--- src/hdl/wsr_pkg.sv ---
// Shared types and constants for the wavetable sound register block.
// Used by wsr_ctrl, wsr_datapath and wavetable_sound_registers.
package wsr_pkg;

    localparam int CHANNELS_DEF     = 8;
    localparam int PHASE_FRAC_DEF   = 18;
    localparam int SPEED_FRAC_DEF   = 20;
    localparam int VOLUME_SCALE_DEF = 8;

    localparam int RATE_W = 32;
    localparam int FREQ_W = 18;

    // register RAM map
    localparam logic [6:0] CHAN_BASE  = 7'h40;
    localparam logic [6:0] COUNT_ADDR = 7'h7F;
    localparam logic [2:0] CR_FREQ_LO  = 3'd0;
    localparam logic [2:0] CR_FREQ_MID = 3'd2;
    localparam logic [2:0] CR_LENGTH   = 3'd4;
    localparam logic [2:0] CR_OFFSET   = 3'd6;
    localparam logic [2:0] CR_VOLUME   = 3'd7;

    typedef enum logic [1:0] {
        FN_ADDR  = 2'd0,
        FN_WRITE = 2'd1,
        FN_READ  = 2'd2,
        FN_TICK  = 2'd3
    } t_func;

    typedef struct packed {
        t_func      func;
        logic [7:0] data;
    } t_in;

    typedef struct packed {
        logic [7:0]  read_data;
        logic [15:0] mix_sample;
    } t_out;

    typedef enum logic [3:0] {
        S_IDLE,
        S_DONE,
        S_CHECK,
        S_DIV,
        S_ADD,
        S_MOD,
        S_WRD,
        S_WACC
    } t_state;

    typedef struct packed {
        logic accept;    // transaction taken this cycle
        logic next_ch;   // move to next channel
        logic div_load;  // start timer division
        logic step;      // one shift-subtract step
        logic tmr_mul;   // write timer, form quotient * frequency
        logic mod_load;  // start phase modulo
        logic ph_wr;     // write new phase
        logic wave_rd;   // read wave byte
        logic wave_acc;  // accumulate wave * volume
    } t_cmd;

    typedef struct packed {
        logic ch_end;
        logic ch_active;
        logic ch_runs;
        logic div_done;
    } t_sts;

endpackage

--- src/hdl/wavetable_sound_registers.sv ---
// Wavetable sound unit: up to eight wavetable channels behind a register RAM.
// Start a transaction with i_start while o_busy is low; i_in carries func
// (address write, data write, data read, sample tick) and a data byte.
// Every transaction returns exactly one result on o_out, marked by o_valid
// for one cycle; the receiver cannot stall, so the result must be taken then.
// Address write, data write and data read go from S_IDLE to S_DONE, which raises the strobe.
// A sample tick walks channels first_channel..CHANNELS-1 one after another:
// an inactive channel is skipped, an active channel whose phase cannot move
// (no count or no length set) only reads and mixes its wave byte, and a moving
// channel runs the timer division and then the phase modulo on the shared
// shift-subtract unit, whose width W is 14 at default settings.
// o_cfg_ready is always high; rate_step is written on i_cfg_valid; write it only idle (not enforced).
// Synchronous active-low reset resets the configuration and channel registers,
// clears the RAM valid bits (so the RAM reads as zero), sets auto-increment and silences all channels.
// Depends on wsr_pkg, wsr_ctrl and wsr_datapath.
module wavetable_sound_registers #(
    parameter int CHANNELS            = wsr_pkg::CHANNELS_DEF,
    parameter int PHASE_FRACTION_BITS = wsr_pkg::PHASE_FRAC_DEF,
    parameter int SPEED_FRACTION_BITS = wsr_pkg::SPEED_FRAC_DEF,
    parameter int VOLUME_SCALE        = wsr_pkg::VOLUME_SCALE_DEF
) (
    input  logic                       i_clk,
    input  logic                       i_rst_n,
    input  logic                       i_start,
    output logic                       o_busy,
    input  wsr_pkg::t_in               i_in,
    output logic                       o_valid,
    output wsr_pkg::t_out              o_out,
    input  logic                       i_cfg_valid,
    output logic                       o_cfg_ready,
    input  logic [wsr_pkg::RATE_W-1:0] i_cfg_data
);
    import wsr_pkg::*;

    t_cmd cmd;
    t_sts sts;

    assign o_cfg_ready = 1'b1;

    wsr_ctrl u_ctrl (
        .i_clk   (i_clk),
        .i_rst_n (i_rst_n),
        .i_start (i_start),
        .i_func  (i_in.func),
        .i_sts   (sts),
        .o_cmd   (cmd),
        .o_busy  (o_busy),
        .o_valid (o_valid)
    );

    wsr_datapath #(
        .CHANNELS            (CHANNELS),
        .PHASE_FRACTION_BITS (PHASE_FRACTION_BITS),
        .SPEED_FRACTION_BITS (SPEED_FRACTION_BITS),
        .VOLUME_SCALE        (VOLUME_SCALE)
    ) u_datapath (
        .i_clk      (i_clk),
        .i_rst_n    (i_rst_n),
        .i_in       (i_in),
        .i_cmd      (cmd),
        .i_cfg_we   (i_cfg_valid && o_cfg_ready),
        .i_cfg_data (i_cfg_data),
        .o_sts      (sts),
        .o_out      (o_out)
    );

endmodule

--- src/hdl/wsr_ctrl.sv ---
// Sequencer for the wavetable sound block: handshake and per-channel tick steps.
// Depends on wsr_pkg; drives wsr_datapath through t_cmd.
module wsr_ctrl (
    input  logic           i_clk,
    input  logic           i_rst_n,
    input  logic           i_start,
    input  wsr_pkg::t_func i_func,
    input  wsr_pkg::t_sts  i_sts,
    output wsr_pkg::t_cmd  o_cmd,
    output logic           o_busy,
    output logic           o_valid
);
    import wsr_pkg::*;

    t_state r_state, n_state;

    always_ff @(posedge i_clk) begin
        if (!i_rst_n) begin
            r_state <= S_IDLE;
        end else begin
            r_state <= n_state;
        end
    end

    always_comb begin
        n_state = r_state;
        o_cmd   = '0;
        case (r_state)
            S_IDLE: begin
                if (i_start) begin
                    o_cmd.accept = 1'b1;
                    n_state = (i_func == FN_TICK) ? S_CHECK : S_DONE;
                end
            end
            S_DONE: begin
                n_state = S_IDLE;
            end
            S_CHECK: begin
                if (i_sts.ch_end) begin
                    n_state = S_DONE;
                end else if (!i_sts.ch_active) begin
                    o_cmd.next_ch = 1'b1;
                end else if (i_sts.ch_runs) begin
                    o_cmd.div_load = 1'b1;
                    n_state = S_DIV;
                end else begin
                    o_cmd.wave_rd = 1'b1;
                    n_state = S_WACC;
                end
            end
            S_DIV: begin
                if (!i_sts.div_done) begin
                    o_cmd.step = 1'b1;
                end else begin
                    o_cmd.tmr_mul = 1'b1;
                    n_state = S_ADD;
                end
            end
            S_ADD: begin
                o_cmd.mod_load = 1'b1;
                n_state = S_MOD;
            end
            S_MOD: begin
                if (!i_sts.div_done) begin
                    o_cmd.step = 1'b1;
                end else begin
                    o_cmd.ph_wr = 1'b1;
                    n_state = S_WRD;
                end
            end
            S_WRD: begin
                o_cmd.wave_rd = 1'b1;
                n_state = S_WACC;
            end
            S_WACC: begin
                o_cmd.wave_acc = 1'b1;
                o_cmd.next_ch  = 1'b1;
                n_state = S_CHECK;
            end
            default: begin
                n_state = S_IDLE;
            end
        endcase
    end

    assign o_busy  = (r_state != S_IDLE);
    assign o_valid = (r_state == S_DONE);

endmodule

--- src/hdl/wsr_datapath.sv ---
// Datapath: register RAM, channel registers, shared shift-subtract divider,
// multiplier and mix accumulator. Depends on wsr_pkg; commanded by wsr_ctrl.
module wsr_datapath #(
    parameter int CHANNELS            = wsr_pkg::CHANNELS_DEF,
    parameter int PHASE_FRACTION_BITS = wsr_pkg::PHASE_FRAC_DEF,
    parameter int SPEED_FRACTION_BITS = wsr_pkg::SPEED_FRAC_DEF,
    parameter int VOLUME_SCALE        = wsr_pkg::VOLUME_SCALE_DEF
) (
    input  logic                         i_clk,
    input  logic                         i_rst_n,
    input  wsr_pkg::t_in                 i_in,
    input  wsr_pkg::t_cmd                i_cmd,
    input  logic                         i_cfg_we,
    input  logic [wsr_pkg::RATE_W-1:0]   i_cfg_data,
    output wsr_pkg::t_sts                o_sts,
    output wsr_pkg::t_out                o_out
);
    import wsr_pkg::*;

    localparam int PFB     = PHASE_FRACTION_BITS;
    localparam int SFB     = SPEED_FRACTION_BITS;
    localparam int CI_W    = (CHANNELS > 1) ? $clog2(CHANNELS) : 1;
    localparam int TIMER_W = SFB + 3;
    localparam int S_W     = RATE_W + 1;
    localparam int Q_W     = S_W - SFB;
    localparam int PHASE_W = PFB + 5;
    localparam int PROD_W  = Q_W + FREQ_W;
    localparam int SUM_W   = ((PROD_W > PHASE_W) ? PROD_W : PHASE_W) + 1;
    localparam int MH_W    = SUM_W - PFB;
    localparam int NUM_W   = (Q_W > MH_W) ? Q_W : MH_W;
    localparam int CNT_W   = $clog2(NUM_W + 1);
    localparam logic [3:0] NCH = 4'(CHANNELS);
    localparam logic [6:0] VSC = 7'(VOLUME_SCALE);

    // configuration and bus state
    logic [RATE_W-1:0] r_rate_step;
    logic [6:0]        r_ptr;
    logic              r_autoinc;
    logic [3:0]        r_first;
    logic [3:0]        r_count;   // channel count, zero until set
    t_func             r_func;

    // register RAM with valid bits
    logic [7:0] r_mem [128];
    logic       r_mem_vld [128];
    logic [7:0] r_mem_q;
    logic       r_q_vld;
    logic       r_nib_sel;

    // channel registers
    logic [FREQ_W-1:0]  r_freq   [CHANNELS];
    logic [PHASE_W-1:0] r_phase  [CHANNELS];
    logic [TIMER_W-1:0] r_timer  [CHANNELS];
    logic [5:0]         r_len    [CHANNELS];
    logic [7:0]         r_offset [CHANNELS];
    logic [6:0]         r_vol    [CHANNELS];
    logic               r_en     [CHANNELS];
    logic               r_active [CHANNELS];

    // tick working registers
    logic [3:0]        r_cnt;
    logic [NUM_W-1:0]  r_num;
    logic [5:0]        r_rem;
    logic [5:0]        r_dvsr;
    logic [CNT_W-1:0]  r_steps;
    logic [SFB-1:0]    r_s_low;
    logic [PFB-1:0]    r_ph_low;
    logic [PROD_W-1:0] r_prod;
    logic [16:0]       r_sum;

    logic        is_write, is_read, wc_ok;
    logic [6:0]  addr;
    logic [2:0]  wc;
    logic [CI_W-1:0] ci;
    logic [CI_W-1:0] wi;
    logic [FREQ_W-1:0] nfreq;
    logic [6:0]  nvol;
    logic        nen;
    logic [5:0]  nlen;
    logic [3:0]  ncount;
    logic [S_W-1:0] s_val;
    logic [SUM_W-1:0] ph_sum;
    logic [6:0]  dv_t;
    logic        dv_ge;
    logic [7:0]  widx;
    logic [6:0]  rd_addr;
    logic        rd_en;
    logic [3:0]  nib;
    logic [5:0]  wave;
    logic [12:0] wprod;
    logic [17:0] acc;

    assign addr     = r_ptr;
    assign wc       = addr[5:3];
    assign is_write = i_cmd.accept && (i_in.func == FN_WRITE);
    assign is_read  = i_cmd.accept && (i_in.func == FN_READ);
    assign wc_ok    = (addr >= CHAN_BASE) && ({1'b0, wc} < NCH);
    assign wi       = wc[CI_W-1:0];
    assign ci       = r_cnt[CI_W-1:0];

    // new channel fields for a data write
    always_comb begin
        nfreq = r_freq[wi];
        nvol  = r_vol[wi];
        nen   = r_en[wi];
        nlen  = 6'd32 - {1'b0, i_in.data[4:2], 2'b00};
        case (addr[2:0])
            CR_FREQ_LO:  nfreq[7:0]   = i_in.data;
            CR_FREQ_MID: nfreq[15:8]  = i_in.data;
            CR_LENGTH: begin
                nfreq[17:16] = i_in.data[1:0];
                nen          = (i_in.data[7:5] != 3'd0);
            end
            CR_VOLUME:   nvol = 7'(i_in.data[3:0] * VSC);
            default: ;
        endcase
    end

    assign ncount = {1'b0, i_in.data[6:4]} + 4'd1;
    assign s_val  = S_W'(r_timer[ci]) + S_W'(r_rate_step);
    assign ph_sum = SUM_W'(r_phase[ci]) + SUM_W'(r_prod);
    assign dv_t   = {r_rem, r_num[NUM_W-1]};
    assign dv_ge  = (dv_t >= {1'b0, r_dvsr});
    assign widx   = r_offset[ci] + {3'b000, r_phase[ci][PHASE_W-1:PFB]};
    assign rd_addr = is_read ? r_ptr : widx[7:1];
    assign rd_en   = is_read || i_cmd.wave_rd;

    always_ff @(posedge i_clk) begin
        if (!i_rst_n) begin
            r_rate_step <= '0;
            r_ptr       <= '0;
            r_autoinc   <= 1'b1;
            r_first     <= NCH;
            r_count     <= '0;
            r_func      <= FN_ADDR;
            r_cnt       <= '0;
            r_sum       <= '0;
            for (int i = 0; i < 128; i++) begin
                r_mem_vld[i] <= 1'b0;
            end
            for (int i = 0; i < CHANNELS; i++) begin
                r_freq[i]   <= '0;
                r_phase[i]  <= '0;
                r_timer[i]  <= '0;
                r_len[i]    <= '0;
                r_offset[i] <= '0;
                r_vol[i]    <= '0;
                r_en[i]     <= 1'b0;
                r_active[i] <= 1'b0;
            end
        end else begin
            if (i_cfg_we) begin
                r_rate_step <= i_cfg_data;
            end
            if (i_cmd.accept) begin
                r_func <= i_in.func;
                case (i_in.func)
                    FN_ADDR: begin
                        r_ptr     <= i_in.data[6:0];
                        r_autoinc <= i_in.data[7];
                    end
                    FN_WRITE: begin
                        r_mem_vld[addr] <= 1'b1;
                        r_ptr <= addr + {6'd0, r_autoinc};
                        if (wc_ok) begin
                            r_freq[wi]   <= nfreq;
                            r_vol[wi]    <= nvol;
                            r_en[wi]     <= nen;
                            r_active[wi] <= (nvol != '0) && (nfreq != '0) && nen;
                            if (addr[2:0] == CR_OFFSET) begin
                                r_offset[wi] <= i_in.data;
                            end
                            if (addr[2:0] == CR_LENGTH && r_len[wi] != nlen) begin
                                r_len[wi]   <= nlen;
                                r_phase[wi] <= '0;
                            end
                        end
                        if (addr == COUNT_ADDR) begin
                            r_count <= ncount;
                            r_first <= (ncount > NCH) ? 4'd0 : NCH - ncount;
                        end
                    end
                    FN_READ: begin
                        r_ptr <= addr + {6'd0, r_autoinc};
                    end
                    default: begin
                        r_cnt <= r_first;
                        r_sum <= '0;
                    end
                endcase
            end
            if (i_cmd.tmr_mul) begin
                r_timer[ci] <= {r_rem[2:0], r_s_low};
            end
            if (i_cmd.ph_wr) begin
                r_phase[ci] <= {r_rem[4:0], r_ph_low};
            end
            if (i_cmd.wave_acc) begin
                r_sum <= (acc[17:16] != 2'd0) ? 17'h10000 : acc[16:0];
            end
            if (i_cmd.next_ch) begin
                r_cnt <= r_cnt + 4'd1;
            end
        end
    end

    // memory array and registered read
    always_ff @(posedge i_clk) begin
        if (is_write) begin
            r_mem[addr] <= i_in.data;
        end
        if (rd_en) begin
            r_mem_q   <= r_mem[rd_addr];
            r_q_vld   <= r_mem_vld[rd_addr];
            r_nib_sel <= widx[0];
        end
    end

    // shared shift-subtract unit, quotient collects in r_num
    always_ff @(posedge i_clk) begin
        if (i_cmd.div_load) begin
            r_num   <= NUM_W'(s_val >> SFB);
            r_s_low <= s_val[SFB-1:0];
            r_dvsr  <= {2'b00, r_count};
            r_rem   <= '0;
            r_steps <= CNT_W'(NUM_W);
        end else if (i_cmd.mod_load) begin
            r_num    <= NUM_W'(ph_sum >> PFB);
            r_ph_low <= ph_sum[PFB-1:0];
            r_dvsr   <= r_len[ci];
            r_rem    <= '0;
            r_steps  <= CNT_W'(NUM_W);
        end else if (i_cmd.step) begin
            r_rem   <= dv_ge ? 6'(dv_t - {1'b0, r_dvsr}) : dv_t[5:0];
            r_num   <= {r_num[NUM_W-2:0], dv_ge};
            r_steps <= r_steps - CNT_W'(1);
        end
        if (i_cmd.tmr_mul) begin
            r_prod <= PROD_W'(r_num[Q_W-1:0] * r_freq[ci]);
        end
    end

    assign nib   = r_nib_sel ? r_mem_q[7:4] : r_mem_q[3:0];
    assign wave  = r_q_vld ? {nib, 2'b00} : 6'd0;
    assign wprod = 13'(wave * r_vol[ci]);
    assign acc   = {1'b0, r_sum} + {5'd0, wprod};

    assign o_sts.ch_end    = (r_cnt >= NCH);
    assign o_sts.ch_active = r_active[ci];
    assign o_sts.ch_runs   = (r_count != '0) && (r_len[ci] != '0);
    assign o_sts.div_done  = (r_steps == '0);

    assign o_out.read_data  = (r_func == FN_READ && r_q_vld) ? r_mem_q : 8'd0;
    assign o_out.mix_sample = (r_func != FN_TICK) ? 16'd0 :
                              (r_sum[16] ? 16'hFFFF : r_sum[15:0]);

endmodule
--- config.mk ---
export PLATFORM = sky130hd
export DESIGN_NAME = wavetable_sound_registers
export DESIGN_NICKNAME = d
export VERILOG_FILES = /design/src/hdl/wsr_pkg.sv /design/src/hdl/wavetable_sound_registers.sv /design/src/hdl/wsr_ctrl.sv /design/src/hdl/wsr_datapath.sv
export SDC_FILE = /design/constraint.sdc
export NUM_CORES = 2
export LEC_CHECK = 0
export BUFFER_PORTS_ARGS = -buffer_cell sky130_fd_sc_hd__buf_2
export CORE_AREA = 3 3 509 511
export CTS_BUF_LIST = sky130_fd_sc_hd__clkbuf_16
export DETAILED_ROUTE_END_ITERATION = 6
export DIE_AREA = 0 0 512 514
export GPL_TIMING_DRIVEN = 0
export RECOVER_POWER = 25
export SYNTH_ARGS = -nofsm -noshare
export SYNTH_HDL_FRONTEND = slang
export SYNTH_SLANG_ARGS = --single-unit
--- constraint.sdc ---
create_clock -name i_clk -period 23.2 [get_ports i_clk]
set_input_delay 1.16 -clock i_clk [delete_from_list [all_inputs] [get_ports i_clk]]
set_output_delay 1.16 -clock i_clk [all_outputs]
set_load 0.05 [all_outputs]
== Word level (Yosys, flattened, before mapping) ==
Memories as Yosys holds them, arrays and structs flattened. A register that Yosys moved wholly into a read port is not among the register bits.
Cells that the tools add are included.

* Flip-flop bits (word level): 175
* RAM bits: 1848
* Output and inout bits: 27
* Memories kept: 10

* Add/subtract/negate cells: 11
* Multiply operators: 2
* Order comparisons: 4
* Eq/ne operators: 24
* Muxes and demuxes: 135
* Bitwise operators: 1
* Reduce and logical (&&, ||, !) cells: 46

{| class="wikitable"
|+ Memories
! name !! depth !! bits a word !! rd ports !! clocked after Yosys merged registers in !! write ports !! line !! source
|-
| u_datapath.r_mem || 128 || 8 || 1 || 1 || 1 || wsr_datapath.sv:44 || <nowiki>logic [7:0] r_mem [128];</nowiki>
|-
| u_datapath.r_phase || 8 || 23 || 1 || 1 || 8 || wsr_datapath.sv:52 || <nowiki>logic [PHASE_W-1:0] r_phase [CHANNELS];</nowiki>
|-
| u_datapath.r_timer || 8 || 23 || 1 || 1 || 8 || wsr_datapath.sv:53 || <nowiki>logic [TIMER_W-1:0] r_timer [CHANNELS];</nowiki>
|-
| u_datapath.r_freq || 8 || 18 || 2 || 2 || 8 || wsr_datapath.sv:51 || <nowiki>logic [FREQ_W-1:0] r_freq [CHANNELS];</nowiki>
|-
| u_datapath.r_mem_vld || 128 || 1 || 1 || 1 || 128 || wsr_datapath.sv:45 || <nowiki>logic r_mem_vld [128];</nowiki>
|-
| u_datapath.r_offset || 8 || 8 || 1 || 1 || 8 || wsr_datapath.sv:55 || <nowiki>logic [7:0] r_offset [CHANNELS];</nowiki>
|-
| +4 memories || -- || -- || -- || -- || -- || -- ||
|}

{| class="wikitable"
|+ Operators by type and width
! cell !! number
|-
| $mux W3 || 32
|-
| $mux W23 || 3
|-
| $reduce_or A23 Y1 || 3
|-
| $mux W17 || 4
|-
| $mux W1 || 60
|-
| $mux W4 || 12
|-
| $add A23 B32 Y33 || 1
|-
| $add A23 B31 Y32 || 1
|-
| $mux W16 || 2
|-
| $mux W8 || 4
|-
| $mul A13 B18 Y31 || 1
|-
| $mux W14 || 2
|-
| $mux W7 || 4
|-
| $pmux W4 S7 || 1
|-
| $add A17 B13 Y18 || 1
|-
| $mux W18 || 1
|-
| $mux W6 || 3
|-
| $reduce_bool A18 Y1 || 1
|-
| $reduce_or A18 Y1 || 1
|-
| $eq A4 B3 Y1 const B || 4
|-
| $pmux W7 S2 || 1
|-
| $mul A6 B7 Y13 || 1
|-
| $mux W13 || 1
|-
| $reduce_bool A2 Y1 || 6
|-
| 44 further kinds || 73
|}

== Logic depth before layout (Yosys ltp) ==
* Word-level depth: 12
* Gate-level depth with buffers: 28
* Gate-level depth less buffers: 23

== Modules after synthesis ==
A second synthesis with hierarchy kept.

* Cell total of the unflattened synthesis: 6790
* Area total of the unflattened synthesis: 95759.3 sq um

{| class="wikitable"
|+ Modules (own cells, without submodules)
! module !! times used !! cells each !! area an instance (sq um) !! seq. area each (sq um)
|-
| wsr_datapath || 1 || 6742 || 95439.0 || 58215.8
|-
| wsr_ctrl || 1 || 46 || 309.0 || 60.1
|-
| wavetable_sound_registers || 1 || 2 || 11.3 || 0.0
|}

== Least setup slack after synthesis ==
No wires, ideal clock.

* Path type: register to register
* From: register with a tool-made name
* To: register u_datapath.r_prod[29], data pin
* Arrival time: 7.075 ns
* Path slack: 15.867 ns
* Cell stages (with the launch flop): 28
* Buffers on the path: 5
* Period minus slack after synthesis: 7.333 ns
* Cells stage by stage: dfxtp_1 > buf_4 > buf_4 > buf_4 > buf_2 > mux4_2 > mux2_2 > clkbuf_1 > and2_1 > fa_1 > inv_1 > fa_1 > inv_1 > fa_1 > fa_1 > inv_1 > fa_1 > inv_1 > ha_1 > and3_1 > and3_1 > o311ai_0 > a211oi_1 > o41a_1 > a41o_1 > a31o_2 > a21oi_1 > xnor2_1

{| class="wikitable"
|+ RTL lines
! what !! line !! source
|-
| end signal: assignment || wsr_datapath.sv:239 || <nowiki>r_prod <= PROD_W'(r_num[Q_W-1:0] * r_freq[ci]);</nowiki>
|-
| end: declaration || wsr_datapath.sv:68 || <nowiki>logic [PROD_W-1:0] r_prod;</nowiki>
|}

==> results.txt <==
Top-count cell post-synth: edfxtp_1
Pre-CTS WS: 11740 ps
Fmax: 0.0884 GHz
Drt wl/cell: 31.1 um
Vias in the first global route: 65000
Unrepaired setup endpoints after global routing: false
Hold_ws: 457 ps
Max_cap viols: 31
CP required: 23680 ps
Leak: 38.1 nW
Worst Path Max Fanout: 10
Number of DRC markers in iteration 0: 9472
Fin Setup TNS: 0 ps
Commonest cells post-synth: edfxtp_1 (1784), nor2_1 (1000), nand2_1 (849)
Die footprint: 263000 um^2
Clock transition at the registers of the reported paths: 60 ps
CTS Hold Buffers Added: 0
Worst vdd ir: 0.302 mV
R2R depth: 19
Post-CTS sizing: 0
Startpoint class of the critical path: register
Die Y-Extent: 514 um
Failing checks: capacitance limit, slew limit
Gr usage total: 26.0%
Fin crit share: 48.8%
NetSw: 0.00715 W
Clock Power Share: 20.7%
Flops & latches, synth: 2019
Status: finished, violations left
Initial Util: 37.9%
Sequential fraction of the synthesis area: 60.4%
Fin crit period: 11310 ps
Critical Path End Type: register
PD cells: 146 nW/um^2
Core footprint: 254000 um^2
Hold Path Depth: 1
Via/cell ratio: 5.91
Syn Inst Count: 7420
Number of synthesized flops with an enable pin: 1784
Slew of the pin with the lowest slew margin: 4580 ps
Placed wire-length estimate: 242000 um
Sink Count: 2019
Hold path start: u_datapath.r_mem_vld[104]$_DFF_P_
Slew HR: -205%
YS warnings: 0
Final ANT Viol Nets: 0
Via count: 66700
H-tree depth: 4
Max-slew violation count: 1209
DR pass1 iterations: 6
Kind of critical path: register to register
Setup Fix Bufs, Post-CTS: 0
Reg-to-Reg End: u_datapath.r_mem_q[6]$_DFFE_PP_
Seq pwr share: 27.0%
Yosys top cell by area: edfxtp_1
Worst EP arrival: 11790 ps
Area Growth Syn to Fin: 12.0%
Die width: 512 um
TritonCTS clock tree: yes
Path category of the worst min-delay check: register to register
Post-route cell area: 108000 um^2
Syn Nets: 7838
Hold Vio Cnt, Final: 0
Yosys cell types: 91
Layout cells sized above 1: 12.3%
Routed WL: 351000 um
GRT overflow: 0
Max Clock Skew: 76.9 ps
Placer's final routability congestion estimate: 1.02
# nets final: 8140
Hold Path Sink: u_datapath.r_mem_vld[104]$_DFF_P_
Comb pwr share: 52.3%
Final setup margin: 11890 ps
Ports: 73
Internal: 0.00863 W
Port bufs: 70
Initial antenna violation count: 41
Synth area leaders: edfxtp_1 (55%), mux4_2 (7.3%), dfxtp_1 (4.9%)
Avg Inst Size Synth: 13.0 um^2
Largest net degree at the start of global routing: 91
Fraction of registers with async set/reset: 0%
FP Rows: 185
CTS Buf Count: 204
R2R Setup Slk: 11890 ps
CTS Buffer Depth: 3
Switching Fraction: 45.3%
Area post-placement: 102000 um^2
Final setup fails: 0
Drc violations: 0
Root Driver: clkbuf_16
Worst-Skew Late Latency: 870 ps
Post-synth top area share: 55.5%
Most used DFF post-synth: edfxtp_1
First-pass GRT wire length: 487000 um
Syn Std Cell Area: 96500 um^2
power groups by stage:
| stage | Clock, W | Sequential, W | Combinational (W) |
|---|---|---|---|
| floorplan | 0 | 0.00430 | 0.00488 |
| global placement | 0 | 0.00432 | 0.00793 |
| detailed placement | 0 | 0.00432 | 0.00798 |
| CTS | 0.00327 | 0.00425 | 0.00803 |
| global route | 0.00342 | 0.00426 | 0.00870 |
| finish | 0.00327 | 0.00425 | 0.00825 |
worst max-delay path, cell delays in order, from the launching register on:
cell and delay (ps):
dfxtp_1 310, buf_2 240, buf_1 760, clkbuf_1 630, clkbuf_1 930, clkbuf_1 960
mux4_2 410, mux2_2 360, ha_1 290, fa_1 620, o21ai_4 130, nand2_1 100
clkbuf_1 340, buf_2 380, buf_1 1040, clkbuf_1 1210, mux2i_1 400, nor3_1 140
o31ai_1 1070, o211ai_1 540
cells in the final DEF, fill, tap and decap left out, types with 153 or more instances in the layout:
| cell type | instances |
|---|---|
| edfxtp_1 | 1784 |
| nor2_1 | 1000 |
| nand2_1 | 838 |
| inv_1 | 387 |
| clkbuf_1 | 318 |
| and2_1 | 317 |
| mux4_2 | 312 |
| dfxtp_1 | 235 |
| nand3_1 | 222 |
| clkbuf_16 | 207 |
| fa_1 | 199 |
| ha_1 | 173 |
| buf_2 | 158 |
| a311oi_1 | 153 |
routing by layer:
| layer | vias up | routed length, um | global-route usage [%] |
|---|---|---|---|
| met5 | - | 128 | 0 |
| met4 | 20 | 23700 | 15.5 |
| met3 | 979 | 38400 | 7.15 |
| met2 | 4257 | 159000 | 40.5 |
| met1 | 33800 | 129000 | 32.4 |
| li1 | 27700 | - | - |
cells by family after synthesis:
group	count (synthesis)	synth area share [%]
simple gates	2797	13.0
compound gates	804	5.88
other cells	1	0.00388
fa+ha+maj	372	6.37
mux	527	9.95
buf+inv	813	3.59
xor+xnor	87	0.789
flops	2019	60.4
registers in the layout, summed over array words and instances (netlist names), 18 cells and up, named ones only:
register and count:
u_datapath.r_phase 184, u_datapath.r_mem 1024, u_datapath.r_offset 64, u_datapath.r_prod 31, u_datapath.r_vol 56, u_datapath.r_ph_low 18, u_datapath.r_len 32, u_datapath.r_rate_step 32
u_datapath.r_s_low 20, u_datapath.r_mem_vld 128, u_datapath.r_timer 184, u_datapath.r_freq 144
area by class of cell:
| type | count | area [um^2] |
|---|---|---|
| diodes | 16 | 40.0 |
| plain buffers | 475 | 2210 |
| clock buffers | 207 | 5180 |
| clock inverters | 172 | 1330 |
| fillers | 23400 | 146000 |
| inverters | 338 | 1270 |
| multi-input cells | 4588 | 34900 |
| flip-flops and latches | 2019 | 58300 |
| well taps | 3366 | 4210 |
| repair buffers | 96 | 687 |
metrics by stage:
| stage | cells | utilization, % | total power, W |
|---|---|---|---|
| 6_report | 11300 | 42.5 | 0.0158 |
| 4_1_cts | 11300 | 42.5 | 0.0155 |
| 2_1_floorplan | 7420 | - | 0.00918 |
| 5_1_grt | 11300 | 42.5 | 0.0164 |
| 3_3_place_gp | 10900 | 39.7 | 0.0123 |
| 3_5_place_dp | 10900 | 40.0 | 0.0123 |
worst max path at each step:
| stage | start | endpoint | slack, ps | cells after the start |
|---|---|---|---|---|
| 2_1_floorplan | register | u_datapath.r_prod[29]$_DFFE_PP_ | 15870 | 27 |
| 3_3_place_gp | register | u_datapath.r_q_vld$_DFFE_PP_ | 11490 | 18 |
| 3_5_place_dp | register | u_datapath.r_mem_q[6]$_DFFE_PP_ | 11740 | 18 |
| 4_1_cts | register | u_datapath.r_mem_q[6]$_DFFE_PP_ | 11760 | 18 |
| 5_1_grt | i_in[3] | u_datapath.r_phase[5][8]$_SDFFCE_PN0P_ | 12030 | 14 |
| 6_report | register | u_datapath.r_mem_q[6]$_DFFE_PP_ | 11890 | 19 |
Power figures use the tool's default switching activity.
